[src/sv/tfr_pkg.sv]
// shared types and constants of the texel format converter
// no dependencies
`default_nettype none

package tfr_pkg;

  localparam int unsigned MAX_SIZE_LOG2_DEF = 11;
  localparam int unsigned TEXEL_W           = 32;
  localparam int unsigned WORD_W            = 32;
  localparam int unsigned INDEX_W           = 22;
  localparam int unsigned FMT_W             = 4;
  localparam int unsigned LOG2_W            = 4;
  localparam int unsigned ASPECT_W          = 3;
  localparam int unsigned EXP_W             = LOG2_W + 1;
  localparam int unsigned CFG_IDX_W         = 2;
  localparam int unsigned CFG_DATA_W        = 4;

  typedef enum logic [FMT_W-1:0] {
    FMT_A8       = 4'd0,
    FMT_I8       = 4'd1,
    FMT_AI44     = 4'd2,
    FMT_RGB565   = 4'd3,
    FMT_ARGB1555 = 4'd4,
    FMT_AI88     = 4'd5,
    FMT_ARGB4444 = 4'd6,
    FMT_ARGB8888 = 4'd7
  } fmt_e;

  typedef enum logic [CFG_IDX_W-1:0] {
    CFG_FORMAT = 2'd0,
    CFG_LEVEL  = 2'd1,
    CFG_ASPECT = 2'd2
  } cfg_reg_e;

  typedef struct packed {
    logic        [LOG2_W-1:0]   size_log2;
    logic signed [ASPECT_W-1:0] aspect_log2;
  } level_cfg_t;

  typedef struct packed {
    logic [INDEX_W-1:0] index;
    logic               last;
  } pos_t;

endpackage

`default_nettype wire

[src/sv/tfr_convert.sv]
// combinational texel format conversion into a 32-bit word, alpha on top
// depends on tfr_pkg
`default_nettype none

module tfr_convert (
  input  logic [tfr_pkg::FMT_W-1:0]   format_i,
  input  logic [tfr_pkg::TEXEL_W-1:0] texel_i,
  output logic [tfr_pkg::WORD_W-1:0]  word_o,
  output logic                        bad_o
);
  import tfr_pkg::*;

  logic [7:0] b;
  logic [3:0] ai_hi;
  logic [3:0] ai_lo;

  assign b     = texel_i[7:0];
  assign ai_hi = texel_i[7:4];
  assign ai_lo = texel_i[3:0];

  always_comb begin
    word_o = '0;
    bad_o  = 1'b0;
    unique case (format_i)
      FMT_A8:       word_o = {b, b, b, b};
      FMT_I8:       word_o = {8'hFF, b, b, b};
      FMT_AI44:     word_o = {ai_hi, ai_hi, ai_lo, ai_lo, ai_lo, ai_lo, ai_lo, ai_lo};
      FMT_RGB565:   word_o = {8'hFF, texel_i[4:0], 3'b000, texel_i[10:5], 2'b00,
                              texel_i[15:11], 3'b000};
      FMT_ARGB1555: word_o = {{8{texel_i[15]}}, texel_i[4:0], 3'b000,
                              texel_i[9:5], 3'b000, texel_i[14:10], 3'b000};
      FMT_AI88:     word_o = {texel_i[15:8], b, b, b};
      FMT_ARGB4444: word_o = {texel_i[15:12], 4'h0, texel_i[3:0], 4'h0,
                              texel_i[7:4], 4'h0, texel_i[11:8], 4'h0};
      FMT_ARGB8888: word_o = {texel_i[31:24], texel_i[7:0], texel_i[15:8],
                              texel_i[23:16]};
      default: begin
        word_o = '0;
        bad_o  = 1'b1;
      end
    endcase
  end

endmodule

`default_nettype wire

[src/sv/tfr_position.sv]
// running texel position within the mip level, with last-texel detect
// depends on tfr_pkg
`default_nettype none

module tfr_position #(
  parameter int unsigned MAX_SIZE_LOG2 = tfr_pkg::MAX_SIZE_LOG2_DEF
) (
  input  logic                clk_i,
  input  logic                rst_ni,
  input  tfr_pkg::level_cfg_t level_i,
  input  logic                advance_i,
  output tfr_pkg::pos_t       pos_o
);
  import tfr_pkg::*;

  logic [INDEX_W-1:0] counter_q, counter_d;
  logic [LOG2_W-1:0]  size_l;
  logic [LOG2_W-1:0]  aspect_mag;
  logic [LOG2_W-1:0]  small_l;
  logic [EXP_W-1:0]   exp_sum;
  logic [EXP_W-1:0]   exp_sat;
  logic [INDEX_W-1:0] last_pos;
  logic               is_last;

  always_comb begin
    size_l = (level_i.size_log2 > LOG2_W'(MAX_SIZE_LOG2)) ?
             LOG2_W'(MAX_SIZE_LOG2) : level_i.size_log2;
    // pattern 100 reads as a shift of four
    if (level_i.aspect_log2[ASPECT_W-1]) begin
      aspect_mag = LOG2_W'(unsigned'(ASPECT_W'(~level_i.aspect_log2 + ASPECT_W'(1))));
    end else begin
      aspect_mag = LOG2_W'(level_i.aspect_log2);
    end
    // smaller dimension clamps to one texel
    small_l = (aspect_mag > size_l) ? '0 : (size_l - aspect_mag);
    exp_sum = EXP_W'(size_l) + EXP_W'(small_l);
    exp_sat = (exp_sum > EXP_W'(INDEX_W)) ? EXP_W'(INDEX_W) : exp_sum;
    for (int i = 0; i < INDEX_W; i++) begin
      last_pos[i] = (EXP_W'(i) < exp_sat);
    end
    is_last   = (counter_q >= last_pos);
    counter_d = is_last ? '0 : (counter_q + INDEX_W'(1));
  end

  always_ff @(posedge clk_i or negedge rst_ni) begin
    if (!rst_ni) begin
      counter_q <= '0;
    end else if (advance_i) begin
      counter_q <= counter_d;
    end
  end

  assign pos_o.index = counter_q;
  assign pos_o.last  = is_last;

endmodule

`default_nettype wire

[src/sv/texel_format_to_rgba8888_core.sv]
// top level of the texel format converter: config registers, input and result stages
// depends on tfr_pkg, tfr_convert and tfr_position
//
//  channel | signals                                        | dir
//  --------+------------------------------------------------+-----
//  cfg     | cfg_valid_i cfg_ready_o cfg_index_i cfg_data_i | in
//  in      | in_valid_i in_ready_o texel_in_i               | in
//  out     | out_valid_o out_ready_i rgba_word_o            | out
//          | texel_index_o last_texel_o format_unsupported_o|
//
// one request per cycle sustained while out_ready_i holds; an accepted texel reaches the output through
// the input register, then the result register, with conversion and position logic in between
// reset clears the configuration, the position counter and both valid flags
// a stalled result holds in the result register while the input register still takes one more
// the position counter advances when a texel moves into the result register
`default_nettype none

module texel_format_to_rgba8888_core #(
  parameter int unsigned MAX_SIZE_LOG2 = tfr_pkg::MAX_SIZE_LOG2_DEF
) (
  input  logic                           clk_i,
  input  logic                           rst_ni,
  input  logic                           cfg_valid_i,
  output logic                           cfg_ready_o,
  input  logic [tfr_pkg::CFG_IDX_W-1:0]  cfg_index_i,
  input  logic [tfr_pkg::CFG_DATA_W-1:0] cfg_data_i,
  input  logic                           in_valid_i,
  output logic                           in_ready_o,
  input  logic [tfr_pkg::TEXEL_W-1:0]    texel_in_i,
  output logic                           out_valid_o,
  input  logic                           out_ready_i,
  output logic [tfr_pkg::WORD_W-1:0]     rgba_word_o,
  output logic [tfr_pkg::INDEX_W-1:0]    texel_index_o,
  output logic                           last_texel_o,
  output logic                           format_unsupported_o
);
  import tfr_pkg::*;

  logic [FMT_W-1:0]   format_q;
  level_cfg_t         level_q;

  logic               s1_valid_q;
  logic [TEXEL_W-1:0] s1_texel_q;
  logic               s1_move;

  logic               out_valid_q;
  logic [WORD_W-1:0]  word_q;
  logic [INDEX_W-1:0] index_q;
  logic               last_q;
  logic               bad_q;

  logic [WORD_W-1:0]  word_d;
  logic               bad_d;
  pos_t               pos;

  assign cfg_ready_o = 1'b1;

  always_ff @(posedge clk_i or negedge rst_ni) begin
    if (!rst_ni) begin
      format_q <= '0;
      level_q  <= '0;
    end else if (cfg_valid_i && cfg_ready_o) begin
      unique case (cfg_index_i)
        CFG_FORMAT: format_q            <= cfg_data_i[FMT_W-1:0];
        CFG_LEVEL:  level_q.size_log2   <= cfg_data_i[LOG2_W-1:0];
        CFG_ASPECT: level_q.aspect_log2 <= cfg_data_i[ASPECT_W-1:0];
        default: ;
      endcase
    end
  end

  // result register frees up when empty or being drained
  assign s1_move    = s1_valid_q && (!out_valid_q || out_ready_i);
  assign in_ready_o = !s1_valid_q || s1_move;

  always_ff @(posedge clk_i or negedge rst_ni) begin
    if (!rst_ni) begin
      s1_valid_q <= 1'b0;
    end else if (in_ready_o) begin
      s1_valid_q <= in_valid_i;
    end
  end

  always_ff @(posedge clk_i) begin
    if (in_valid_i && in_ready_o) begin
      s1_texel_q <= texel_in_i;
    end
  end

  tfr_convert u_convert (
    .format_i (format_q),
    .texel_i  (s1_texel_q),
    .word_o   (word_d),
    .bad_o    (bad_d)
  );

  tfr_position #(
    .MAX_SIZE_LOG2 (MAX_SIZE_LOG2)
  ) u_position (
    .clk_i     (clk_i),
    .rst_ni    (rst_ni),
    .level_i   (level_q),
    .advance_i (s1_move),
    .pos_o     (pos)
  );

  always_ff @(posedge clk_i or negedge rst_ni) begin
    if (!rst_ni) begin
      out_valid_q <= 1'b0;
    end else if (!out_valid_q || out_ready_i) begin
      out_valid_q <= s1_valid_q;
    end
  end

  always_ff @(posedge clk_i) begin
    if (s1_move) begin
      word_q  <= word_d;
      index_q <= pos.index;
      last_q  <= pos.last;
      bad_q   <= bad_d;
    end
  end

  assign out_valid_o          = out_valid_q;
  assign rgba_word_o          = word_q;
  assign texel_index_o        = index_q;
  assign last_texel_o         = last_q;
  assign format_unsupported_o = bad_q;

endmodule

`default_nettype wire

[config.mk]
export PLATFORM = sky130hd
export DESIGN_NAME = texel_format_to_rgba8888_core
export DESIGN_NICKNAME = d
export VERILOG_FILES = /design/src/sv/tfr_pkg.sv /design/src/sv/tfr_convert.sv /design/src/sv/tfr_position.sv /design/src/sv/texel_format_to_rgba8888_core.sv
export SDC_FILE = /design/constraint.sdc
export NUM_CORES = 1
export LEC_CHECK = 0
export ABC_AREA = 1
export BUFFER_PORTS_ARGS = -buffer_cell sky130_fd_sc_hd__buf_2
export CAP_MARGIN = 10
export CELL_PAD_IN_SITES_DETAIL_PLACEMENT = 2
export CELL_PAD_IN_SITES_GLOBAL_PLACEMENT = 2
export CORE_ASPECT_RATIO = 2
export CORE_MARGIN = 1.5
export CORE_UTILIZATION = 37
export DETAILED_ROUTE_END_ITERATION = 10
export PLACE_DENSITY_LB_ADDON = 0.1
export SLEW_MARGIN = 0
export SYNTH_ARGS = -nofsm -noshare
export SYNTH_HDL_FRONTEND = slang
export SYNTH_SLANG_ARGS = --single-unit
[constraint.sdc]
create_clock -name clk_i -period 8.7 [get_ports clk_i]
set_input_delay 0.435 -clock clk_i [delete_from_list [all_inputs] [get_ports clk_i]]
set_output_delay 0.435 -clock clk_i [all_outputs]
set_load 0.005 [all_outputs]
==> impl_metrics.py <==
metrics = {
    "status": {
        "status": "finished clean",
    },
    "sta": {
        "period_needed_ns": 4.86,
        "setup_ws_ns": 3.84,
        "rsz0062_at_grt": "false",
        "max_freq_ghz": 0.206,
        "skew_ns": 0.00967,
        "tightest_slew_ns": 1.08,
        "drv_slew": 0,
        "fin_setup_tns_ns": 0,
        "relSlewSlack": 0.274,
        "hold_viol": 0,
        "setup-violations-final": 0,
        "timing.final.crit_share": 0.559,
    },
    "floorplan": {
        "pin_count": 102,
        "fp.dieW_um": 96.7,
        "die_h_um": 190,
        "fp.dieArea_sq_um": 18400,
        "num_rows": 68,
        "start_util": 0.378,
        "coreArea_sq_um": 17200,
    },
    "worst_hold_path": {
        "hold_class": "input pin to async pin",
    },
    "drt": {
        "wirelength_um": 23200,
        "drtAntennaViolNets": 0,
        "avgViaCountPerCell": 5.34,
        "post_drt_wl_per_cell_um": 22.0,
        "firstDrtPassIters": 4,
        "drt_iter0_drc": 215,
        "route.detailed.drc": 0,
        "vias": 5640,
    },
    "logic_synthesis": {
        "syn_inst": 722,
        "ys_ff_latch": 123,
        "ys_seq_area_frac": 0.542,
        "syn_area_sq_um": 6500,
        "synth_top_area_share": 0.407,
        "synthesis.nets": 797,
        "syn_avg_cell_area_sq_um": 9.00,
        "yosys_warnings": 0,
        "synthTopCellsByArea": "edfxtp_1, dfrtp_1, nand2_1, ha_1, inv_1",
        "yosysTopAreaCell": "edfxtp_1",
        "synth_cell_types": 37,
    },
    "critical_path": {
        "cp-startpoint": "level_q[0]",
        "crit_path_max_fanout": 6,
        "crit_arrival_ns": 5.22,
        "worst-r2r-cell-count": 30,
        "rr_startpoint": "level_q[0]",
        "slowest_delay_ns": 0.53,
        "endpoint_kind": "flop",
        "cp_common_cell": "nand2_1",
        "r2r_end": "u_position.counter_q[20]",
        "rrSetupSlack_ns": 3.84,
        "cp-start-kind": "flop",
        "path_class": "flop to flop",
        "slowest_stage": "fa_1",
        "cp_data_required_time_ns": 9.05,
    },
    "finish": {
        "final_nets": 909,
        "final_layout_size_suffix_gt1_frac": 0.199,
        "diodes": 0,
        "syn2layout_area_growth_pct": 19.7,
    },
    "clock_tree": {
        "cts_buffer_depth": 2,
        "clk_transition_reported_paths_ns": 0.06,
        "clock-sinks": 123,
        "cts_post_setup_buffers_inserted": 0,
        "ctsHoldBuffers": 0,
        "cts_buffers": 17,
        "root_buffer": "clkbuf_16",
        "post_cts_resized": 0,
        "htree_levels": 4,
        "clock_latency_ns": 0.42,
        "cts_tree": "yes",
    },
    "flow_run": {
        "cap_viol_max_count": 0,
    },
    "placed_design": {
        "place_ws_ns": 3.83,
        "hpwl_um": 17900,
        "gp_congestion": 0.905,
        "portBuffers": 100,
    },
    "global_routing": {
        "grt_max_degree": 36,
        "first_global_vias": 6626,
        "antenna_found_initial": 0,
        "overflow": 0,
        "grt_pass1_wl_um": 36900,
        "grt_use_total": 0.266,
    },
    "power": {
        "powerDensity_nw_per_um2": 298,
        "p_leak_nw": 3.67,
        "ir_worst_vdd_v": 0.000162,
    },
}
[through the flow]
stage	hold WS, ns	instances	total power [W]	util	cell area [sq um]
after global placement	0.477	1025	0.00157	0.420	7220
after CTS	0.141	1056	0.00234	0.453	7780
after global routing	0.169	1056	0.00247	0.453	7780
after floorplan	0.139	722	0.00135	-	6500
after detailed placement	0.490	1025	0.00165	0.420	7220
final	0.128	1056	0.00232	0.453	7780
[kinds of logic (layout without fill, tap and decap cells)]
| group | after synthesis | count (layout) | share of synthesized area |
|---|---|---|---|
| simple gates | 375 | 375 | 0.249 |
| flops | 123 | 123 | 0.542 |
| buf+inv | 111 | 235 | 0.0678 |
| compound gates | 70 | 70 | 0.0622 |
| fa+ha+maj | 32 | 32 | 0.0639 |
| xor+xnor | 10 | 10 | 0.0146 |
| other cells | 1 | 1 | 0.000577 |
[synth_stat cells (all sizes together)]
| library cell | n |
|---|---|
| nand2 | 235 |
| inv | 102 |
| edfxtp | 88 |
| nor2 | 77 |
| nand3 | 39 |
| dfrtp | 35 |
| o21ai | 33 |
| ha | 30 |
| nand4 | 20 |
| a21oi | 19 |
| buf | 7 |
| o2111ai | 7 |
| xnor2 | 5 |
| xor2 | 5 |
| o22ai | 4 |
| nor3 | 3 |
| a21o | 2 |
| clkbuf | 2 |
| fa | 2 |
| o21bai | 2 |
| a211oi | 1 |
| a22oi | 1 |
| conb | 1 |
| nand3b | 1 |
| o221ai | 1 |
[critical path: cells and delay by family (launching register included)]
| kind | cells | cell delay (ns) |
|---|---|---|
| AOI/OAI and AO/OA | 2 | 0.37 |
| DFF | 1 | 0.37 |
| and+or+nand+nor | 19 | 1.95 |
| buffers and inverters | 4 | 0.43 |
| adders and majority gates | 5 | 1.68 |
[per-layer routing]
layer  up-vias  part of all wire  GRT usage
li1       2595                 -          -
met1      2841              0.31      0.228
met2       134              0.61      0.549
met3        70             0.021     0.0389
met4         0             0.058      0.165
met5         -                 0          0
[final cells by class]
type,count,area (sq um)
Clock buffer,24,493
Clock inverter,7,67.6
Fill cell,1966,9410
Inverter,102,383
Multi-Input combinational cell,488,2540
Sequential cell,123,3520
Tap cell,210,263
Timing Repair Buffer,102,515
[how the worst max path moves through the flow]
stage	slack, ns	cells after the start	end
after floorplan	4.62	29	u_position.counter_q[14]
after global placement	4.26	30	u_position.counter_q[14]
after detailed placement	3.83	30	u_position.counter_q[19]
after CTS	3.78	30	u_position.counter_q[20]
after global routing	3.27	30	u_position.counter_q[20]
final	3.84	30	u_position.counter_q[20]
[cells in the final DEF, fill, tap and decap left out, types with 2 or more instances in the layout]
| cell type | count |
|---|---|
| clkinvlp_4 | 2 |
| o2111ai_1 | 7 |
| fa_1 | 2 |
| a21oi_1 | 19 |
| nor2_1 | 63 |
| nand2_2 | 7 |
| o22ai_1 | 4 |
| nor2_4 | 3 |
| nand3_1 | 34 |
| o21bai_1 | 2 |
| dfrtp_1 | 35 |
| clkbuf_16 | 18 |
| edfxtp_1 | 88 |
| nand2_1 | 227 |
| nand4_1 | 20 |
| a21o_1 | 2 |
| nor2_2 | 11 |
| clkbuf_1 | 4 |
| clkbuf_8 | 2 |
| inv_1 | 92 |
| o21ai_1 | 5 |
| xor2_1 | 5 |
| ha_1 | 30 |
| buf_2 | 100 |
| clkinv_2 | 2 |
| nor3_1 | 2 |
| inv_2 | 10 |
| buf_4 | 2 |
| nand3_2 | 5 |
| o21ai_0 | 27 |
| xnor2_1 | 4 |
[report_power, final]
| group | switching [W] | leakage (nW) | internal [W] |
|---|---|---|---|
| sequential | 0.0000764 | 1.32 | 0.000744 |
| clock | 0.000257 | 0.269 | 0.000422 |
| combinational | 0.000552 | 2.08 | 0.000264 |
| total | 0.000886 | 3.67 | 0.00143 |
[sequential cells by signal, indices dropped and copies added (netlist names)]
| name | cells |
|---|---|
| format_q | 4 |
| level_q | 7 |
| u_position.counter_q | 22 |
| format_unsupported_o | 1 |
| out_valid_o | 1 |
| rgba_word_o | 32 |
| last_texel_o | 1 |
| texel_index_o | 22 |
| s1_texel_q | 32 |
| s1_valid_q | 1 |
(Power assumes the default switching activity.)
